$ cat config.mk
export PLATFORM = sky130hd
export DESIGN_NAME = pixel_point_adjust
export DESIGN_NICKNAME = d
export VERILOG_FILES = /design/src/hdl/ppa_pkg.sv /design/src/hdl/pixel_point_adjust.sv /design/src/hdl/ppa_channel.sv
export SDC_FILE = /design/constraint.sdc
export NUM_CORES = 2
export LEC_CHECK = 0
export BUFFER_PORTS_ARGS = -buffer_cell sky130_fd_sc_hd__buf_2
export CAP_MARGIN = 30
export CORE_MARGIN = 2
export CORE_UTILIZATION = 59
export CTS_CLUSTER_SIZE = 10
export DETAILED_ROUTE_END_ITERATION = 12
export HOLD_SLACK_MARGIN = 0.06
export MAX_ROUTING_LAYER = met4
export PLACE_DENSITY = 0.75
export SETUP_SLACK_MARGIN = 0.05
export SYNTH_ARGS = -nofsm -noshare
export SYNTH_HDL_FRONTEND = slang
export SYNTH_SLANG_ARGS = --single-unit
$ cat constraint.sdc
create_clock -name clk -period 17.85 [get_ports clk]
set_clock_uncertainty 0.1 [all_clocks]
set_input_delay 3.57 -clock clk [delete_from_list [all_inputs] [get_ports clk]]
set_output_delay 3.57 -clock clk [all_outputs]
set_load 0.05 [all_outputs]
$ cat src/hdl/ppa_pkg.sv
// Package for the pixel point adjust block.
// Holds pixel payload types, register codes, channel config and pipeline sizes.
// Used by ppa_channel and pixel_point_adjust; depends on nothing.
package ppa_pkg;

    localparam int PIX_W       = 8;
    localparam int AMOUNT_W    = 11;
    localparam int CFG_INDEX_W = 2;
    localparam int CFG_DATA_W  = 11;

    // Register stages: multiply, magnitude, four divide stages, output
    localparam int DIV_STAGES  = 4;
    localparam int NUM_STAGES  = DIV_STAGES + 3;

    localparam logic [PIX_W-1:0] FULL_SCALE = 8'd255;
    localparam logic [PIX_W-1:0] MID_LEVEL  = 8'd127;
    localparam logic [PIX_W-1:0] TOP_LEVEL  = 8'd254;
    localparam logic [PIX_W-1:0] PERCENT    = 8'd100;

    typedef enum logic [1:0] {
        MODE_BRIGHTNESS  = 2'd0,
        MODE_CONTRAST    = 2'd1,
        MODE_MIN_STRETCH = 2'd2,
        MODE_MAX_STRETCH = 2'd3
    } mode_t;

    typedef enum logic [CFG_INDEX_W-1:0] {
        CFG_MODE       = 2'd0,
        CFG_AMOUNT     = 2'd1,
        CFG_ALPHA_MODE = 2'd2
    } cfg_index_t;

    typedef struct packed {
        logic [PIX_W-1:0] red_in;
        logic [PIX_W-1:0] green_in;
        logic [PIX_W-1:0] blue_in;
        logic [PIX_W-1:0] alpha_in;
    } in_pixel_t;

    typedef struct packed {
        logic [PIX_W-1:0] red_out;
        logic [PIX_W-1:0] green_out;
        logic [PIX_W-1:0] blue_out;
        logic [PIX_W-1:0] alpha_out;
    } out_pixel_t;

    // Settings shared by all channel datapaths
    typedef struct packed {
        mode_t                       mode;
        logic signed [AMOUNT_W-1:0]  amount;
        logic [PIX_W-1:0]            min_level;
        logic [PIX_W-1:0]            min_div;
        logic [PIX_W-1:0]            max_div;
    } chan_cfg_t;

    typedef logic [NUM_STAGES-1:0] stage_vec_t;

endpackage

$ cat src/hdl/pixel_point_adjust.sv
// Pixel point adjust: brightness, contrast, min and max stretch on RGBA pixels.
// Pipeline: 7 register stages; a result is held in the last stage until out_ready takes it.
// Throughput: one pixel per cycle; stages fill bubbles, so out_ready low stalls only full stages.
// Reset: rst_n clears all stage valid bits and the mode, amount and alpha mode registers.
// Depends on ppa_pkg and ppa_channel.
module pixel_point_adjust
    import ppa_pkg::*;
(
    input  logic                   clk,
    input  logic                   rst_n,
    input  logic                   in_valid,
    output logic                   in_ready,
    input  in_pixel_t              in_pixel,
    output logic                   out_valid,
    input  logic                   out_ready,
    output out_pixel_t             out_pixel,
    input  logic                   cfg_wr_en,
    input  logic [CFG_INDEX_W-1:0] cfg_index,
    input  logic [CFG_DATA_W-1:0]  cfg_data
);

    mode_t                      mode_reg;
    logic signed [AMOUNT_W-1:0] amount_reg;
    logic                       alpha_mode_reg;

    stage_vec_t                 valid_reg;
    stage_vec_t                 valid_next;
    stage_vec_t                 stage_en;

    chan_cfg_t                  cfg;
    logic [PIX_W-1:0]           level;
    logic [PIX_W-1:0]           alpha_mapped;

    // Configuration register writes
    always_ff @(posedge clk or negedge rst_n)
    begin
        if (!rst_n)
        begin
            mode_reg       <= MODE_BRIGHTNESS;
            amount_reg     <= '0;
            alpha_mode_reg <= 1'b0;
        end
        else if (cfg_wr_en)
        begin
            unique case (cfg_index_t'(cfg_index))
                CFG_MODE:       mode_reg       <= mode_t'(cfg_data[1:0]);
                CFG_AMOUNT:     amount_reg     <= $signed(cfg_data[AMOUNT_W-1:0]);
                CFG_ALPHA_MODE: alpha_mode_reg <= cfg_data[0];
                default:        ;
            endcase
        end
    end

    // Saturate the level and derive the stretch divisors
    always_comb
    begin
        if (amount_reg < 0)
            level = '0;
        else if (amount_reg > $signed({3'b000, FULL_SCALE}))
            level = FULL_SCALE;
        else
            level = amount_reg[PIX_W-1:0];
        cfg.mode      = mode_reg;
        cfg.amount    = amount_reg;
        cfg.min_level = (level == FULL_SCALE) ? TOP_LEVEL : level;
        cfg.min_div   = FULL_SCALE - cfg.min_level;
        cfg.max_div   = (level == '0) ? 8'd1 : level;
    end

    // Stage enables: load when empty or when the contents move on
    always_comb
    begin
        stage_en[NUM_STAGES-1] = !valid_reg[NUM_STAGES-1] || out_ready;
        for (int i = NUM_STAGES - 2; i >= 0; i--)
            stage_en[i] = !valid_reg[i] || stage_en[i+1];
    end

    // Valid bits travel with the data
    always_comb
    begin
        valid_next[0] = stage_en[0] ? in_valid : valid_reg[0];
        for (int i = 1; i < NUM_STAGES; i++)
            valid_next[i] = stage_en[i] ? valid_reg[i-1] : valid_reg[i];
    end

    always_ff @(posedge clk or negedge rst_n)
    begin
        if (!rst_n)
            valid_reg <= '0;
        else
            valid_reg <= valid_next;
    end

    assign in_ready  = stage_en[0];
    assign out_valid = valid_reg[NUM_STAGES-1];

    // One datapath per channel
    ppa_channel u_red (
        .clk       (clk),
        .stage_en  (stage_en),
        .cfg       (cfg),
        .value_in  (in_pixel.red_in),
        .value_out (out_pixel.red_out)
    );

    ppa_channel u_green (
        .clk       (clk),
        .stage_en  (stage_en),
        .cfg       (cfg),
        .value_in  (in_pixel.green_in),
        .value_out (out_pixel.green_out)
    );

    ppa_channel u_blue (
        .clk       (clk),
        .stage_en  (stage_en),
        .cfg       (cfg),
        .value_in  (in_pixel.blue_in),
        .value_out (out_pixel.blue_out)
    );

    ppa_channel u_alpha (
        .clk       (clk),
        .stage_en  (stage_en),
        .cfg       (cfg),
        .value_in  (in_pixel.alpha_in),
        .value_out (alpha_mapped)
    );

    // Force alpha opaque unless it is mapped
    assign out_pixel.alpha_out = alpha_mode_reg ? alpha_mapped : FULL_SCALE;

endmodule

$ cat src/hdl/ppa_channel.sv
// One channel datapath of the pixel point adjust pipeline.
// Forms numerator, divisor and offset, divides two quotient bits per stage, clamps.
// Depends on ppa_pkg; stage enables come from the pipeline control in the top level.
module ppa_channel
    import ppa_pkg::*;
(
    input  logic             clk,
    input  stage_vec_t       stage_en,
    input  chan_cfg_t        cfg,
    input  logic [PIX_W-1:0] value_in,
    output logic [PIX_W-1:0] value_out
);

    // Stage 1 registers: signed numerator, divisor, offset
    logic signed [20:0]      num_reg;
    logic [PIX_W-1:0]        div1_reg;
    logic [PIX_W-1:0]        ofs1_reg;

    // Magnitude and divide stages; entry 0 holds the magnitude stage
    logic [15:0]             rem_reg  [DIV_STAGES+1];
    logic [PIX_W-1:0]        quo_reg  [DIV_STAGES+1];
    logic [PIX_W-1:0]        div_reg  [DIV_STAGES+1];
    logic [PIX_W-1:0]        ofs_reg  [DIV_STAGES+1];
    logic                    neg_reg  [DIV_STAGES+1];
    logic                    ovf_reg  [DIV_STAGES+1];

    logic [15:0]             rem_next [DIV_STAGES+1];
    logic [PIX_W-1:0]        quo_next [DIV_STAGES+1];

    logic [PIX_W-1:0]        out_reg;
    logic [PIX_W-1:0]        out_next;

    logic signed [9:0]       mul_x;
    logic signed [10:0]      mul_y;
    logic signed [20:0]      product;
    logic [PIX_W-1:0]        div_sel;
    logic [PIX_W-1:0]        ofs_sel;

    logic [20:0]             mag_full;
    logic                    mag_ovf;

    // Select multiplicands, divisor and offset for the operation
    always_comb
    begin
        unique case (cfg.mode)
            MODE_BRIGHTNESS:
            begin
                mul_x   = $signed({2'b00, FULL_SCALE});
                mul_y   = cfg.amount;
                div_sel = PERCENT;
                ofs_sel = value_in;
            end
            MODE_CONTRAST:
            begin
                mul_x   = $signed({2'b00, value_in}) - $signed({2'b00, MID_LEVEL});
                mul_y   = cfg.amount;
                div_sel = PERCENT;
                ofs_sel = MID_LEVEL;
            end
            MODE_MIN_STRETCH:
            begin
                mul_x   = $signed({2'b00, value_in}) - $signed({2'b00, cfg.min_level});
                mul_y   = $signed({3'b000, FULL_SCALE});
                div_sel = cfg.min_div;
                ofs_sel = '0;
            end
            default:
            begin
                mul_x   = $signed({2'b00, value_in});
                mul_y   = $signed({3'b000, FULL_SCALE});
                div_sel = cfg.max_div;
                ofs_sel = '0;
            end
        endcase
    end

    assign product = mul_x * mul_y;

    // Take magnitude; quotients of 256 or more saturate the result anyway
    assign mag_full = num_reg[20] ? 21'(-num_reg) : 21'(num_reg);
    assign mag_ovf  = mag_full >= {5'b0, div1_reg, 8'b0};

    // Restoring division, two quotient bits per stage
    always_comb
    begin
        logic [15:0]      rem;
        logic [PIX_W-1:0] quo;
        logic [15:0]      dsh;
        logic [2:0]       sh;
        rem_next[0] = '0;
        quo_next[0] = '0;
        for (int k = 1; k <= DIV_STAGES; k++)
        begin
            rem = rem_reg[k-1];
            quo = quo_reg[k-1];
            for (int j = 0; j < 2; j++)
            begin
                sh  = 3'(2 * (DIV_STAGES - k) + 1 - j);
                dsh = 16'(div_reg[k-1]) << sh;
                if (rem >= dsh)
                begin
                    rem     = rem - dsh;
                    quo[sh] = 1'b1;
                end
            end
            rem_next[k] = rem;
            quo_next[k] = quo;
        end
    end

    // Apply sign, add offset and clamp to a byte
    always_comb
    begin
        logic [8:0]         q9;
        logic signed [10:0] sq;
        logic signed [10:0] sum;
        q9  = ovf_reg[DIV_STAGES] ? 9'd256 : {1'b0, quo_reg[DIV_STAGES]};
        sq  = neg_reg[DIV_STAGES] ? -$signed({2'b00, q9}) : $signed({2'b00, q9});
        sum = sq + $signed({3'b000, ofs_reg[DIV_STAGES]});
        if (sum < 0)
            out_next = '0;
        else if (sum > $signed({3'b000, FULL_SCALE}))
            out_next = FULL_SCALE;
        else
            out_next = sum[PIX_W-1:0];
    end

    // Advance each stage when its enable is high
    always_ff @(posedge clk)
    begin
        if (stage_en[0])
        begin
            num_reg  <= product;
            div1_reg <= div_sel;
            ofs1_reg <= ofs_sel;
        end
        if (stage_en[1])
        begin
            rem_reg[0] <= mag_full[15:0];
            quo_reg[0] <= '0;
            div_reg[0] <= div1_reg;
            ofs_reg[0] <= ofs1_reg;
            neg_reg[0] <= num_reg[20];
            ovf_reg[0] <= mag_ovf;
        end
        for (int k = 1; k <= DIV_STAGES; k++)
        begin
            if (stage_en[k+1])
            begin
                rem_reg[k] <= rem_next[k];
                quo_reg[k] <= quo_next[k];
                div_reg[k] <= div_reg[k-1];
                ofs_reg[k] <= ofs_reg[k-1];
                neg_reg[k] <= neg_reg[k-1];
                ovf_reg[k] <= ovf_reg[k-1];
            end
        end
        if (stage_en[NUM_STAGES-1])
            out_reg <= out_next;
    end

    assign value_out = out_reg;

endmodule
==> results.toml <==
[drt]
ant_nets = 0
drc = 0
num_vias = 45110
via_per_inst = 5.973
wl_um = 154500
routedWlPerCell_um = 20.46
drt_iter0_markers = 3691
first_pass_iters = 6

[logic_synthesis]
synth_ff_type = "edfxtp_1"
synth_edf_count = 724
synth_top_area_cell = "edfxtp_1"
synth_top_cells_by_area = "edfxtp_1 35%, fa_1 14%, ha_1 11%, inv_1 4.8%, xnor2_1 3.8%"
syn_area_sq_um = 62210
synthCells = 6038
synth.most_common_cell = "inv_1"
syn_area_per_cell_sq_um = 10.30
synth_common_cells = "802 x inv_1, 724 x edfxtp_1, 551 x ha_1"
synth_fp_nets = 7071
ys_ff_latch = 745
ys_async_sr_fraction = 0.02819
netlist.area_leader.share = 0.3494
ys_seq_area_frac = 0.3579
synth_warnings = 0
synth_cell_types = 107

[sta]
setup_viol = 0
fin_tns_setup_ns = 0
worstMarginPinSlew_ns = 1.136
slew_headroom = 0.2428
hold_viol = 0
fin_crit_sh = 0.6106
fin_crit_ns = 10.90
rsz0062_at_grt = "false"
finalMaxSlewViolations = 0
fmax_mhz = 91.75

[die]
io_pins = 84
die_area_sq_um = 108100
die_h_um = 328.7
die_w_um = 328.7
core_sq_um = 105000
start_util = 0.5927
floorplan.rows = 119

[hold_path]
hp-class = "reg2reg"

[flow_run]
cap_violations = 0

[outcome]
status = "finished, final reports clean"

[finish]
multi_input_area_sq_um = 36270
area_growth_pct = 7.544
nFillCells = 8252
nets = 7153
final-seq-area_sq_um = 22270
drive_gt1_frac = 0.08153

[clock_tree]
clk_transition_reported_paths_ns = 0.06
cts-root-buf = "clkbuf_16"
hold_buffers = 0
cts_tree = "yes"
cts_htree_levels = 3
clock_path_buffers = 3
post_cts_buffers = 0
ctsResizeCount = 0
clk_latency_ns = 0.70
clock-sinks = 745
cts_buffers = 88

[worst_setup_path]
arrival_ns = 11.23
cpPeakStageDelay_ns = 0.55
worst-setup-path-type = "in2reg"
startpoint_type = "input port"
slowest_stage = "fa_1"
crit_fanout = 12
required_ns = 18.18
crit_top_cell = "fa_1"
end_kind = "register"

[global_route]
grt_max_degree = 76
first_global_vias = 45610
antenna_found_initial = 5
overflow = 0
grt_usage = 0.3020
grt_pass1_wl_um = 247200

[placed_design]
port_buffers = 83
finalWeightedCongestion = 0.9691
dp.final_hpwl_um = 117000
==> through the flow <==
step	std cells	hold WS [ns]	util	worst slack, ns	area (sq um)
floorplan	6038	0.3003	-	2.014	62210
global placement	7416	0.3011	0.6120	6.439	64240
detailed placement	7419	0.3045	0.6125	6.242	64290
CTS	7546	0.2989	0.6368	6.993	66840
global route	7552	0.3065	0.6374	6.529	66910
finish	7552	0.3109	0.6374	6.951	66910
==> worst max-delay path, delay by kind of cell <==
family	cells	cell delay (ns)
simple gates	5	1.11
fa+ha+maj	9	3.73
compound gates	10	2.13
buf+inv	6	0.58
xor+xnor	1	0.10
==> layout make-up <==
class | instances | area share
antenna | 4 | 0.0001496
timing repair buffer | 158 | 0.01563
sequential | 745 | 0.3328
tap | 1391 | 0.02601
clock inverter | 19 | 0.004058
inverter | 805 | 0.04520
clock buffer | 108 | 0.03403
multi-input combinational | 4322 | 0.5421
==> placed cells by master, fill, tap and decap left out, types with 15 or more instances in the layout <==
| cell | n |
|---|---|
| a211oi_1 | 27 |
| clkbuf_1 | 20 |
| nor2_1 | 498 |
| o21ai_0 | 252 |
| or3_1 | 39 |
| a21o_1 | 135 |
| nor3_1 | 112 |
| buf_4 | 71 |
| ha_1 | 550 |
| mux2_2 | 122 |
| o41ai_1 | 19 |
| dfrtp_1 | 21 |
| fa_1 | 432 |
| nor4_1 | 45 |
| nor2b_1 | 84 |
| xor2_1 | 108 |
| a21oi_1 | 287 |
| o21bai_1 | 24 |
| xnor2_1 | 273 |
| edfxtp_1 | 724 |
| and3_1 | 32 |
| inv_1 | 801 |
| a31oi_1 | 23 |
| and2_1 | 39 |
| o31a_1 | 15 |
| buf_2 | 83 |
| nand2b_1 | 107 |
| a21boi_0 | 23 |
| o31ai_1 | 54 |
| or4_1 | 42 |
| o21ai_1 | 18 |
| nand4_1 | 56 |
| nand2_1 | 444 |
| nand3_1 | 55 |
| nor2_2 | 22 |
| clkbuf_16 | 88 |
| mux2i_1 | 30 |
| a221o_1 | 15 |
| or2_2 | 31 |
| o21a_1 | 74 |
==> metal layers <==
metal	vias up	GRT usage	wire length [um]
met5	-	-	0
met4	0	0.1529	8905
met3	466	0.03799	9898
met2	1578	0.4938	73780
met1	21960	0.3705	61930
li1	21110	-	-
==> worst paths after layout <==
path | cells past startpoint | slack [ns] | endpoint | start
max reg2reg | 31 | 8.05 | u_red.num_reg[19] | mode_reg[0]
min in group asynchronous | 1 | 2.76 | amount_reg[7] | rst_n
min reg2reg | 0 | 0.31 | u_red.ofs_reg[0][15] | u_red.ofs_reg[0][7]
max | 31 | 6.95 | u_blue.num_reg[20] | in_pixel[8]
min | 0 | 0.31 | u_red.ofs_reg[0][15] | u_red.ofs_reg[0][7]
max in group asynchronous | 1 | 14.51 | valid_reg[6] | rst_n
==> kinds of logic (layout without fill, tap and decap cells) <==
family | after synthesis | in the layout | share of synthesized area
simple gates | 1684 | 1684 | 0.1322
other cells | 0 | 4 | 0
xor+xnor | 381 | 381 | 0.05364
flops | 745 | 745 | 0.3579
mux | 154 | 154 | 0.02739
fa+ha+maj | 995 | 995 | 0.2519
compound gates | 1108 | 1108 | 0.1164
buf+inv | 971 | 1090 | 0.06057
Power is not shown: default switching activity piles up to over one toggle a cycle in this logic, so the estimate is an artifact.
